===== src/hdl/ictf_pkg.sv =====
// Shared types, constants and helper functions of the tilt filter.
package ictf_pkg;

    localparam int NUM_REGS   = 6;
    localparam int CORDIC_DEF = 16;
    localparam int TAB_LEN    = 24;

    localparam logic [2:0] REG_GYRO_X  = 3'd0;
    localparam logic [2:0] REG_GYRO_Y  = 3'd1;
    localparam logic [2:0] REG_GYRO_Z  = 3'd2;
    localparam logic [2:0] REG_ACCEL_X = 3'd3;
    localparam logic [2:0] REG_ACCEL_Y = 3'd4;
    localparam logic [2:0] REG_ACCEL_Z = 3'd5;

    localparam logic [1:0] ST_UPDATED = 2'd0;
    localparam logic [1:0] ST_FIRST   = 2'd1;
    localparam logic [1:0] ST_REJECT  = 2'd2;

    localparam logic signed [15:0] ONE_G      = 16'sd8192;
    localparam logic signed [15:0] SMALL_Z    = 16'sd81;
    localparam logic [10:0]        DIV_CONST  = 11'd1000;
    localparam logic [31:0]        ROUND_HALF = 32'd500;
    // The reciprocal of 1000 is 274877907 / 2^38, split into two 17-bit halves.
    localparam logic signed [17:0] MAGIC_HI   = 18'sd2097;
    localparam logic signed [17:0] MAGIC_LO   = 18'sd19923;
    localparam logic signed [17:0] K_GYRO     = 18'sd64225;
    localparam logic signed [17:0] K_ACCEL    = 18'sd1311;
    localparam logic signed [63:0] BLEND_RND  = 64'sd32768;
    localparam logic signed [26:0] DEG_180    = 27'sd11796480;

    typedef enum logic [10:0] {
        S_IDLE = 11'b00000000001,
        S_QH   = 11'b00000000010,
        S_QL   = 11'b00000000100,
        S_DR   = 11'b00000001000,
        S_MR   = 11'b00000010000,
        S_MQ   = 11'b00000100000,
        S_CORD = 11'b00001000000,
        S_MULG = 11'b00010000000,
        S_MULA = 11'b00100000000,
        S_SAT  = 11'b01000000000,
        S_OUT  = 11'b10000000000
    } t_state;

    function automatic logic signed [26:0] atan_q16(input logic [4:0] idx);
        logic signed [26:0] v;
        case (idx)
            5'd0:  v = 27'sd2949120;
            5'd1:  v = 27'sd1740967;
            5'd2:  v = 27'sd919879;
            5'd3:  v = 27'sd466945;
            5'd4:  v = 27'sd234379;
            5'd5:  v = 27'sd117304;
            5'd6:  v = 27'sd58666;
            5'd7:  v = 27'sd29335;
            5'd8:  v = 27'sd14668;
            5'd9:  v = 27'sd7334;
            5'd10: v = 27'sd3667;
            5'd11: v = 27'sd1833;
            5'd12: v = 27'sd917;
            5'd13: v = 27'sd458;
            5'd14: v = 27'sd229;
            5'd15: v = 27'sd115;
            5'd16: v = 27'sd57;
            5'd17: v = 27'sd29;
            5'd18: v = 27'sd14;
            5'd19: v = 27'sd7;
            5'd20: v = 27'sd4;
            5'd21: v = 27'sd2;
            5'd22: v = 27'sd1;
            default: v = 27'sd0;
        endcase
        return v;
    endfunction

    function automatic logic signed [15:0] sat16(input logic signed [17:0] v);
        logic signed [15:0] r;
        if (v > 18'sd32767) begin
            r = 16'sh7FFF;
        end else if (v < -18'sd32768) begin
            r = 16'sh8000;
        end else begin
            r = v[15:0];
        end
        return r;
    endfunction

endpackage


===== src/hdl/imu_complementary_tilt_filter_unit.sv =====
// Top level of the complementary roll and pitch filter.
// One beat in gives one beat out. The block takes a sample only when idle. An updating
// sample passes the gyro step, the CORDIC iterations and the blend for roll, then for
// pitch, before its result beat is offered: the divisions by 1000 in the gyro step are
// reciprocal multiplications, the divisions and the blend share one multiplier, and the
// CORDIC iterations run for roll then pitch on one set of adders. First and rejected
// samples go straight to the result beat. The result beat is held until taken, after which
// the next sample is accepted.
module imu_complementary_tilt_filter_unit
    import ictf_pkg::*;
#(
    parameter int CORDIC_STEPS = CORDIC_DEF
) (
    input  logic         i_clk,
    input  logic         i_rst_n,
    input  logic         i_cfg_we,
    input  logic [2:0]   i_cfg_idx,
    input  logic [15:0]  i_cfg_data,
    input  logic         s_axis_tvalid,
    output logic         s_axis_tready,
    // time_us, accel_x_in, accel_y_in, accel_z_in, gyro_x_in, gyro_y_in, gyro_z_in
    input  logic [127:0] s_axis_tdata,
    output logic         m_axis_tvalid,
    input  logic         m_axis_tready,
    // roll_deg, pitch_deg, accel_x_out, accel_y_out, accel_z_out,
    // gyro_x_out, gyro_y_out, gyro_z_out
    output logic [159:0] m_axis_tdata,
    // status
    output logic [1:0]   m_axis_tuser
);

    logic signed [15:0] r_bias [NUM_REGS];
    t_state             r_state;
    logic               r_first;
    logic [31:0]        r_last;
    logic signed [31:0] r_roll, r_pitch;
    logic [1:0]         r_status;
    logic signed [16:0] r_ax, r_ay, r_gx, r_gy, r_gz;
    logic signed [15:0] r_caz;
    logic [31:0]        r_dt;
    logic               r_axis;
    logic [5:0]         r_cnt;
    logic [31:0]        r_mq;
    logic [22:0]        r_q;
    logic [22:0]        r_dq;
    logic [9:0]         r_dr;
    logic               r_dtq;
    logic signed [40:0] r_g;
    logic signed [33:0] r_x, r_y;
    logic signed [26:0] r_z;
    logic signed [63:0] r_acc;

    logic [31:0]        in_time;
    logic signed [15:0] in_ax, in_ay, in_az, in_gx, in_gy, in_gz;
    logic signed [17:0] caz_wide;
    logic signed [15:0] caz_new;
    logic               reject;
    logic signed [16:0] gc, ac, gc_abs;
    logic signed [31:0] st_axis;
    logic signed [17:0] mul_a;
    logic signed [41:0] mul_b;
    logic signed [59:0] prod;
    logic signed [63:0] magic;
    logic [39:0]        quo;
    logic signed [40:0] step;
    logic signed [16:0] x_init, y_init;
    logic signed [33:0] xs, ys;
    logic signed [26:0] tab;
    logic signed [43:0] blend_sh;
    logic signed [31:0] blend_sat;
    logic               last_axis, cord_done;

    assign in_time = s_axis_tdata[31:0];
    assign in_ax   = s_axis_tdata[47:32];
    assign in_ay   = s_axis_tdata[63:48];
    assign in_az   = s_axis_tdata[79:64];
    assign in_gx   = s_axis_tdata[95:80];
    assign in_gy   = s_axis_tdata[111:96];
    assign in_gz   = s_axis_tdata[127:112];

    assign caz_wide = 18'(in_az) + 18'(ONE_G) - 18'(r_bias[REG_ACCEL_Z]);
    assign caz_new  = sat16(caz_wide);
    assign reject   = (r_bias[REG_ACCEL_Z] == 16'sd0)
                      || ((caz_new >= -SMALL_Z) && (caz_new <= SMALL_Z));

    assign gc      = r_axis ? r_gy : r_gx;
    assign ac      = r_axis ? r_ay : r_ax;
    assign st_axis = r_axis ? r_pitch : r_roll;
    assign gc_abs  = gc[16] ? -gc : gc;

    always_comb begin
        case (r_state)
            S_QH: begin
                mul_a = MAGIC_HI;
                mul_b = 42'(r_mq);
            end
            S_QL: begin
                mul_a = MAGIC_LO;
                mul_b = 42'(r_mq);
            end
            S_DR: begin
                mul_a = 18'(DIV_CONST);
                mul_b = 42'(r_q);
            end
            S_MR: begin
                mul_a = 18'(gc_abs);
                mul_b = 42'(r_dr);
            end
            S_MQ: begin
                mul_a = 18'(gc_abs);
                mul_b = 42'(r_dq);
            end
            S_MULG: begin
                mul_a = K_GYRO;
                mul_b = 42'(r_g);
            end
            S_MULA: begin
                mul_a = K_ACCEL;
                mul_b = 42'(r_z);
            end
            default: begin
                mul_a = '0;
                mul_b = '0;
            end
        endcase
    end
    assign prod = 60'(mul_a * mul_b);

    assign magic = (r_acc <<< 17) + 64'(prod);

    assign quo  = prod[39:0] + 40'(r_q);
    assign step = gc[16] ? -41'(quo) : 41'(quo);

    assign x_init = (r_caz < 0) ? -17'(r_caz) : 17'(r_caz);
    assign y_init = (r_caz < 0) ? -ac : ac;

    assign xs  = r_x >>> r_cnt[4:0];
    assign ys  = r_y >>> r_cnt[4:0];
    assign tab = atan_q16(r_cnt[4:0]);

    assign blend_sh  = 44'(r_acc >>> 16);
    assign blend_sat = (blend_sh > 44'sh0007FFFFFFF) ? 32'sh7FFFFFFF :
                       (blend_sh < -44'sh00080000000) ? 32'sh80000000 : blend_sh[31:0];

    assign last_axis = r_axis;
    assign cord_done = r_cnt == 6'(CORDIC_STEPS - 1);

    always_ff @(posedge i_clk) begin
        if (!i_rst_n) begin
            for (int k = 0; k < NUM_REGS; k++) begin
                r_bias[k] <= 16'sd0;
            end
            r_bias[REG_ACCEL_Z] <= ONE_G;
        end else if (i_cfg_we && (i_cfg_idx <= REG_ACCEL_Z)) begin
            r_bias[i_cfg_idx] <= i_cfg_data;
        end
    end

    always_ff @(posedge i_clk) begin
        if (!i_rst_n) begin
            r_state <= S_IDLE;
            r_first <= 1'b1;
            r_last  <= '0;
            r_roll  <= '0;
            r_pitch <= '0;
        end else begin
            case (r_state)
                S_IDLE: begin
                    if (s_axis_tvalid) begin
                        r_last <= in_time;
                        r_dt   <= in_time - r_last;
                        r_mq   <= in_time - r_last;
                        r_dtq  <= 1'b1;
                        r_ax   <= 17'(in_ax) - 17'(r_bias[REG_ACCEL_X]);
                        r_ay   <= 17'(in_ay) - 17'(r_bias[REG_ACCEL_Y]);
                        r_gx   <= 17'(in_gx) - 17'(r_bias[REG_GYRO_X]);
                        r_gy   <= 17'(in_gy) - 17'(r_bias[REG_GYRO_Y]);
                        r_gz   <= 17'(in_gz) - 17'(r_bias[REG_GYRO_Z]);
                        r_caz  <= caz_new;
                        r_axis <= 1'b0;
                        if (r_first) begin
                            r_first  <= 1'b0;
                            r_status <= ST_FIRST;
                            r_state  <= S_OUT;
                        end else if (reject) begin
                            r_status <= ST_REJECT;
                            r_state  <= S_OUT;
                        end else begin
                            r_status <= ST_UPDATED;
                            r_state  <= S_QH;
                        end
                    end
                end
                S_QH: begin
                    r_acc   <= 64'(prod);
                    r_state <= S_QL;
                end
                S_QL: begin
                    r_q     <= magic[60:38];
                    r_state <= r_dtq ? S_DR : S_MQ;
                end
                S_DR: begin
                    r_dq    <= r_q;
                    r_dr    <= 10'(r_dt - prod[31:0]);
                    r_dtq   <= 1'b0;
                    r_state <= S_MR;
                end
                S_MR: begin
                    r_mq    <= prod[31:0] + ROUND_HALF;
                    r_state <= S_QH;
                end
                S_MQ: begin
                    r_g     <= 41'(st_axis) + step;
                    r_x     <= 34'(x_init) <<< 14;
                    r_y     <= 34'(y_init) <<< 14;
                    r_z     <= (r_caz >= 0) ? 27'sd0 : ((ac >= 0) ? DEG_180 : -DEG_180);
                    r_cnt   <= '0;
                    r_state <= S_CORD;
                end
                S_CORD: begin
                    if (r_y >= 0) begin
                        r_x <= r_x + ys;
                        r_y <= r_y - xs;
                        r_z <= r_z + tab;
                    end else begin
                        r_x <= r_x - ys;
                        r_y <= r_y + xs;
                        r_z <= r_z - tab;
                    end
                    r_cnt <= r_cnt + 6'd1;
                    if (cord_done) begin
                        r_state <= S_MULG;
                    end
                end
                S_MULG: begin
                    r_acc   <= 64'(prod);
                    r_state <= S_MULA;
                end
                S_MULA: begin
                    r_acc   <= r_acc + 64'(prod) + BLEND_RND;
                    r_state <= S_SAT;
                end
                S_SAT: begin
                    if (last_axis) begin
                        r_pitch <= blend_sat;
                        r_state <= S_OUT;
                    end else begin
                        r_roll  <= blend_sat;
                        r_axis  <= 1'b1;
                        r_state <= S_MR;
                    end
                end
                S_OUT: begin
                    if (m_axis_tready) begin
                        r_state <= S_IDLE;
                    end
                end
                default: r_state <= S_IDLE;
            endcase
        end
    end

    logic upd;
    assign upd = r_status == ST_UPDATED;

    assign s_axis_tready = r_state == S_IDLE;
    assign m_axis_tvalid = r_state == S_OUT;
    assign m_axis_tuser  = r_status;
    assign m_axis_tdata  = {
        upd ? sat16(18'(r_gz)) : 16'sd0,
        upd ? sat16(18'(r_gy)) : 16'sd0,
        upd ? sat16(18'(r_gx)) : 16'sd0,
        upd ? r_caz : 16'sd0,
        upd ? sat16(18'(r_ay)) : 16'sd0,
        upd ? sat16(18'(r_ax)) : 16'sd0,
        r_pitch,
        r_roll
    };

    a_no_overlap: assert property (@(posedge i_clk) disable iff (!i_rst_n)
        !(m_axis_tvalid && s_axis_tready))
        else $error("input and output handshakes overlap");

    a_first_cleared: assert property (@(posedge i_clk) disable iff (!i_rst_n)
        (m_axis_tvalid && m_axis_tuser == ST_FIRST) |-> !r_first)
        else $error("first-sample flag still set");

    a_out_hold: assert property (@(posedge i_clk) disable iff (!i_rst_n)
        (m_axis_tvalid && !m_axis_tready) |=>
            (m_axis_tvalid && $stable(m_axis_tdata) && $stable(m_axis_tuser)))
        else $error("result beat changed while waiting");

    a_angles_hold: assert property (@(posedge i_clk) disable iff (!i_rst_n)
        (r_state == S_OUT && $past(r_state == S_OUT)) |-> $stable(r_roll) && $stable(r_pitch))
        else $error("angles changed while result held");

endmodule


===== config.mk =====
export PLATFORM = sky130hd
export DESIGN_NAME = imu_complementary_tilt_filter_unit
export DESIGN_NICKNAME = d
export VERILOG_FILES = /design/src/hdl/ictf_pkg.sv /design/src/hdl/imu_complementary_tilt_filter_unit.sv
export SDC_FILE = /design/constraint.sdc
export NUM_CORES = 2
export LEC_CHECK = 0
export BUFFER_PORTS_ARGS = -buffer_cell sky130_fd_sc_hd__buf_2
export CORE_ASPECT_RATIO = 2
export CORE_MARGIN = 10
export CORE_UTILIZATION = 55
export DETAILED_ROUTE_END_ITERATION = 12
export GPL_TIMING_DRIVEN = 0
export PLACE_DENSITY = 0.72
export SLEW_MARGIN = 25
export SYNTH_ARGS = -nofsm -noshare
export SYNTH_HDL_FRONTEND = slang
export SYNTH_SLANG_ARGS = --single-unit

===== constraint.sdc =====
create_clock -name i_clk -period 33.8 [get_ports i_clk]
set_clock_uncertainty 0.05 [all_clocks]
set_input_delay 5.07 -clock i_clk [delete_from_list [all_inputs] [get_ports i_clk]]
set_output_delay 5.07 -clock i_clk [all_outputs]
set_load 0.02 [all_outputs]

== Word level (Yosys, flattened, before mapping) ==
Memories as Yosys holds them, arrays and structs flattened. A register that Yosys moved wholly into a read port is not among the register bits.
Index checks and enable logic that the tools add are counted.
Cells by class
  equal/unequal tests: 15
  reduce and logical (&&, ||, !) cells: 27
  bitwise operators: 2
  multiply operators: 1
  multiplexer cells: 63
  shift-type cells: 2
  order comparisons: 21
  add/subtract/negate cells: 26
Operators with widths (count)
  2-to-1 mux 16 bit: 20
  case mux 42 bit (6 select lines): 1
  case mux 34 bit (2 select lines): 2
  2-to-1 mux 32 bit: 4
  case mux 64 bit (2 select lines): 1
  case mux 11 bit (11 select lines): 1
  case mux 18 bit (6 select lines): 1
  greater-than comparator 17 x 16 -> 1 bit (second input constant): 5
  < comparator 17 x 16 -> 1 bit (second input constant): 5
  2-to-1 mux 17 bit: 5
  subtractor 16 x 16 -> 17 bit: 5
  2-to-1 mux 27 bit: 3
  adder 34 bit: 2
  2-to-1 mux 34 bit: 2
  >>> shifter 34 x 5 -> 34 bit: 2
  subtractor 34 bit: 2
  2-to-1 mux 11 bit: 6
  adder 64 x 17 -> 64 bit (second input constant): 1
  adder 64 x 60 -> 64 bit: 1
  case mux 32 bit (2 select lines): 1
  adder 61 x 60 -> 61 bit: 1
  multiplier 18 x 42 -> 60 bit: 1
  case mux 27 bit (2 select lines): 1
  greater-than comparator 44 x 32 -> 1 bit (second input constant): 1
  56 further kinds: 83
Word-level totals
  logic and storage cells: 184
  output and inout bits: 164
  memories kept: 2
  register bits after elaboration: 517
  ROM bits: 704
  memory bits (writable): 96
Memories
  (no name shown): depth 32, width 22, read ports 1, clocked after Yosys merged registers in 1, wr ports 0, RTL line ictf_pkg.sv:47  | case (idx)
  r_bias: depth 6, width 16, read ports 6, clocked after Yosys merged registers in 0, wr ports 6, RTL line imu_complementary_tilt_filter_unit.sv:32  | logic signed [15:0] r_bias [NUM_REGS];

== Depth between registers and ports, before layout ==
  depth after elaboration: 12
  depth in mapped cells: 57

== Worst setup path after synthesis ==
OpenSTA, ideal clock, no wires.
  path type: register to register
  start: register r_state[8]
  end: register r_g[40] (data pin)
  data arrival time: 12178 ps
  path buffers: 2
  library setup time: 265 ps
  cell stages (with the launch flop): 52
  path slack: 21307 ps
  data required time: 33485 ps
  cells stage by stage: dfxtp_1 nor4_1 nand2_1 or3_1 nor3b_1 nor2_1 clkbuf_1 o21ai_1 clkbuf_1 nand2_1 fa_1 inv_1 fa_1 ha_1 fa_1 fa_1 inv_1 fa_1 (+16 left out) mux2_1 o21ai_0 nor4b_4 nor2_1 xnor2_1 ha_1 a21o_1 a21oi_1 nand2_1 a21oi_1 o21ai_0 o41ai_1 o21ai_0 o211ai_1 nand2_1 o21ai_0 o21ai_0 xor2_1
On the way
  cells in the longest elaborated chain, start to end: 8
RTL lines
  start, declared: RTL line imu_complementary_tilt_filter_unit.sv:33  | t_state r_state;
  start signal, assigned: RTL line imu_complementary_tilt_filter_unit.sv:200  | r_state <= r_dtq ? S_DR : S_MQ;
  equality test 11 x 6 -> 1 bit (tied with other cells): RTL line imu_complementary_tilt_filter_unit.sv:92  | case (r_state)
  OR reduction 2 bit (no line)
  case mux 18 bit (6 select lines) / case mux 42 bit (6 select lines) (equally long branches): RTL line imu_complementary_tilt_filter_unit.sv:92
  multiplier 18 x 42 -> 60 bit (*): RTL line imu_complementary_tilt_filter_unit.sv:127  | assign prod = 60'(mul_a * mul_b);
  adder 40 x 23 -> 40 bit (*): RTL line imu_complementary_tilt_filter_unit.sv:131  | assign quo = prod[39:0] + 40'(r_q);
  negator 40 -> 41 bit: RTL line imu_complementary_tilt_filter_unit.sv:132  | assign step = gc[16] ? -41'(quo) : 41'(quo);
  2-to-1 mux 41 bit (*): RTL line imu_complementary_tilt_filter_unit.sv:132
  adder 32 x 41 -> 41 bit (*): RTL line imu_complementary_tilt_filter_unit.sv:213  | r_g <= 41'(st_axis) + step;
  end signal, assigned: RTL line imu_complementary_tilt_filter_unit.sv:213
  end, declared: RTL line imu_complementary_tilt_filter_unit.sv:48  | logic signed [40:0] r_g;
Mark *: on every way between the ends. The rest lies on a longest branch, timed or not.
A chain may end at the register's enable or synchronous reset.

== Worst setup path in the final report ==
  start: register r_axis (netlist: last_axis)
  end: register r_g[40] (data pin)
On the way
  cells in the longest elaborated chain, start to end: 9
RTL lines
  start, declared: RTL line imu_complementary_tilt_filter_unit.sv:41  | logic r_axis;
  start signal, assigned: RTL line imu_complementary_tilt_filter_unit.sv:180  | r_axis <= 1'b0;
  start signal, assigned: RTL line imu_complementary_tilt_filter_unit.sv:249  | r_axis <= 1'b1;
  2-to-1 mux 17 bit: RTL line imu_complementary_tilt_filter_unit.sv:86  | assign gc = r_axis ? r_gy : r_gx;
  negator 17 bit: RTL line imu_complementary_tilt_filter_unit.sv:89  | assign gc_abs = gc[16] ? -gc : gc;
  2-to-1 mux 17 bit: RTL line imu_complementary_tilt_filter_unit.sv:89
  case mux 18 bit (6 select lines): RTL line imu_complementary_tilt_filter_unit.sv:92
  multiplier 18 x 42 -> 60 bit: RTL line imu_complementary_tilt_filter_unit.sv:127
  adder 40 x 23 -> 40 bit: RTL line imu_complementary_tilt_filter_unit.sv:131
  negator 40 -> 41 bit: RTL line imu_complementary_tilt_filter_unit.sv:132
  2-to-1 mux 41 bit: RTL line imu_complementary_tilt_filter_unit.sv:132
  adder 32 x 41 -> 41 bit (*): RTL line imu_complementary_tilt_filter_unit.sv:213
Marked as above.

==> metrics.txt <==
DRT Pass-1 Iters=12; WHS Path Cells=1; ratio of cells with drive above 1 in the final layout=0.0906; Clock Path Buffers=3; CP endpoint kind=flop; post-synthesis area per instance=a little under 9 sq um; fin nets=10,626; synth top area cells=edfxtp_1 (20%), fa_1 (19%), ha_1 (10%); top cell type's share of synthesized area=0.197; instance count on the critical path=53; CTS buffer count=66; Initial Util=0.553; hold_buf cts=0; synthesized area=76,400 sq um; Routed Antenna Nets=0; clk sinks=between 600 and 700; CP max FO=10; Core Area=138,000 sq um; Final Max Tran Viols=0; Max Clk Rate=58.0 MHz; Skew-Pair Late Insertion Delay=0.74 ns; top cells by count, synth=inv_1 (1,206), nand2_1 (1,022), nor2_1 (936), fa_1 (717), ha_1 (621); CTS H-Tree Depth=3; peak supply drop=~0.05 mV; largest net degree at the start of global routing=61; total wire length=roughly 350,000 um; Critical Path AT=about 18 ns; Setup CP Type=reg2reg; final setup vio count=0; post-CTS setup buffers=0; Syn Inst Count=8,690; flop and latch count out of synthesis=631; area of the die=155,000 sq um; Vias/cell=about 6.3; # resized after CTS=0; delay-heaviest family, CP=compound AO/OA/AOI/OAI gates; vias=about 70,000; worst hold path class=reg2reg; outcome=finished, final reports clean; prevailing post-synth register cell=edfxtp_1; number of max-cap violations=0; DP Wirelength=285,000 um; count of final hold-check violations=0; number of antenna violations at the first check in global routing=47; crit-path max cell delay=0.87 ns; Data required, critical path=34.24 ns; GP Congestion=1.12; clk root buf=clkbuf_16; row cnt=roughly 190; startpoint types=flop; Final min period=17.26 ns; final worst-path cycle share=0.511; ys async rst share=0; CTS tree=done; Die Height=547 um; synthesis-to-finish area growth=9.80%; first-pass GRT wire length=~500,000 um; vias in the first global route=72,895; routed len/inst=31.4 um; post-synth cell types=121; Die X=about 280 um; Slew HR=0.145; Hold Worst Slack=0.393 ns; sequential fraction of the synthesis area=0.231; leak pwr=37.9 nW; Total GRT Usage=0.444; WP buf/inv=10; most common cell in the synthesized netlist=inv_1; pwr/cell area=29.6 nW/um^2; Synth Warn #=0; buffers added on ports=314; io pins=around 320; worst slew pin tran=1.28 ns; worst reg2reg path depth=53; unrepaired setup endpoints after global routing=no; grt ovf=0; CTS clk-pin slew, worst paths=~0.08 ns; DRT iter0 DRCs=6,066; slowest stage cell, crit path=o41ai_1; post-synth top area cell=edfxtp_1; number of flops mapped to enable cells by yosys=501; DRC Markers=0; Fin Setup TNS=0 ns; CP dominant cell by count=o21ai_0
[cells by family (layout without fill, tap and decap cells)]
logic type,Yosys count,in the layout,synth area share
simple gates,2747,2747,0.160
compound gates,1690,1690,0.141
buf+inv,1536,2016,0.0768
fa+ha+maj,1338,1338,0.290
flops,631,631,0.231
xor+xnor,533,533,0.0618
mux,213,213,0.0401
other cells,2,49,0.0000983
[layout make-up]
class | count | area, sq um
Tap cell | 1852 | 2320
Antenna cell | 30 | 75.1
Multi-Input combinational cell | 6540 | 53500
Clock inverter | 34 | 355
Inverter | 1211 | 4550
Sequential cell | 631 | 17600
Fill cell | 12350 | 54200
Timing Repair Buffer | 361 | 2230
Buffer | 325 | 1350
Clock buffer | 85 | 1860
[metrics by stage]
stage / std cells / setup WS, ns / utilization / instance area [sq um] / power [W]
after floorplan: 8707 / 21.31 / - / 76500 / 0.00139
after global placement: 10873 / 14.83 / 0.582 / 80400 / 0.00164
after detailed placement: 10916 / 16.73 / 0.589 / 81400 / 0.00166
after CTS: 11035 / 16.69 / 0.605 / 83600 / 0.00245
after global routing: 11052 / 15.94 / 0.607 / 83900 / 0.00255
final: 11069 / 16.54 / 0.607 / 83900 / 0.00248
[power by group]
group / switching [W] / internal (W)
Sequential: 0.0000406 / 0.000922
Clock: 0.000374 / 0.000430
Combinational: 0.000484 / 0.000232
[final timing paths]
check | startpoint | to | slack [ns]
min reg2reg | r_dtq | r_state[5] | 0.39
max reg2reg | last_axis | r_g[40] | 16.54
max | last_axis | r_g[40] | 16.54
min | r_dtq | r_state[5] | 0.39
[layout by cell type (no fill, tap or decap), types with 53 or more instances in the layout]
cell / count
nand3_1: 143
a21oi_1: 459
nand2b_1: 85
edfxtp_1: 501
nand2_1: 1022
and3_1: 77
and2_1: 109
ha_1: 621
nor3_1: 97
nor2b_1: 74
xor2_1: 207
fa_1: 717
xnor2_1: 281
mux2_2: 67
buf_2: 337
nor2_1: 927
mux4_2: 65
o21a_1: 53
clkbuf_16: 68
a211oi_1: 101
clkbuf_1: 253
o21ai_0: 408
dfxtp_1: 130
a21boi_0: 65
mux2i_1: 73
inv_1: 1206
a21o_1: 180
[sequential cells by signal (all words and copies together) (netlist names), 22 cells and up]
| signal | cells |
|---|---|
| r_bias | 96 |
| r_last | 32 |
| r_mq | 32 |
| r_q | 23 |
| r_roll | 32 |
| r_acc | 60 |
| r_y | 34 |
| r_z | 27 |
| r_g | 41 |
| tab | 22 |
| r_dq | 23 |
| r_x | 34 |
| r_pitch | 32 |
[routing by layer]
layer	GRT usage	wire, um	vias up
met5	0.00154	85	-
met4	0.550	54400	14
met3	0.120	28000	1883
met2	0.762	168000	3884
met1	0.377	96400	34084
li1	-	-	30028
[worst reg2reg max path, delay by kind of cell (launching register included)]
family | cells | cell delay, ns
and+or+nand+nor | 8 | 1.32
muxes | 1 | 0.29
DFF | 1 | 0.33
adders and majority gates | 9 | 4.34
xor gates and xnor gates | 4 | 1.11
AOI/OAI and AO/OA | 21 | 6.27
buffers and inverters | 10 | 3.36
(Power assumes the default switching activity.)
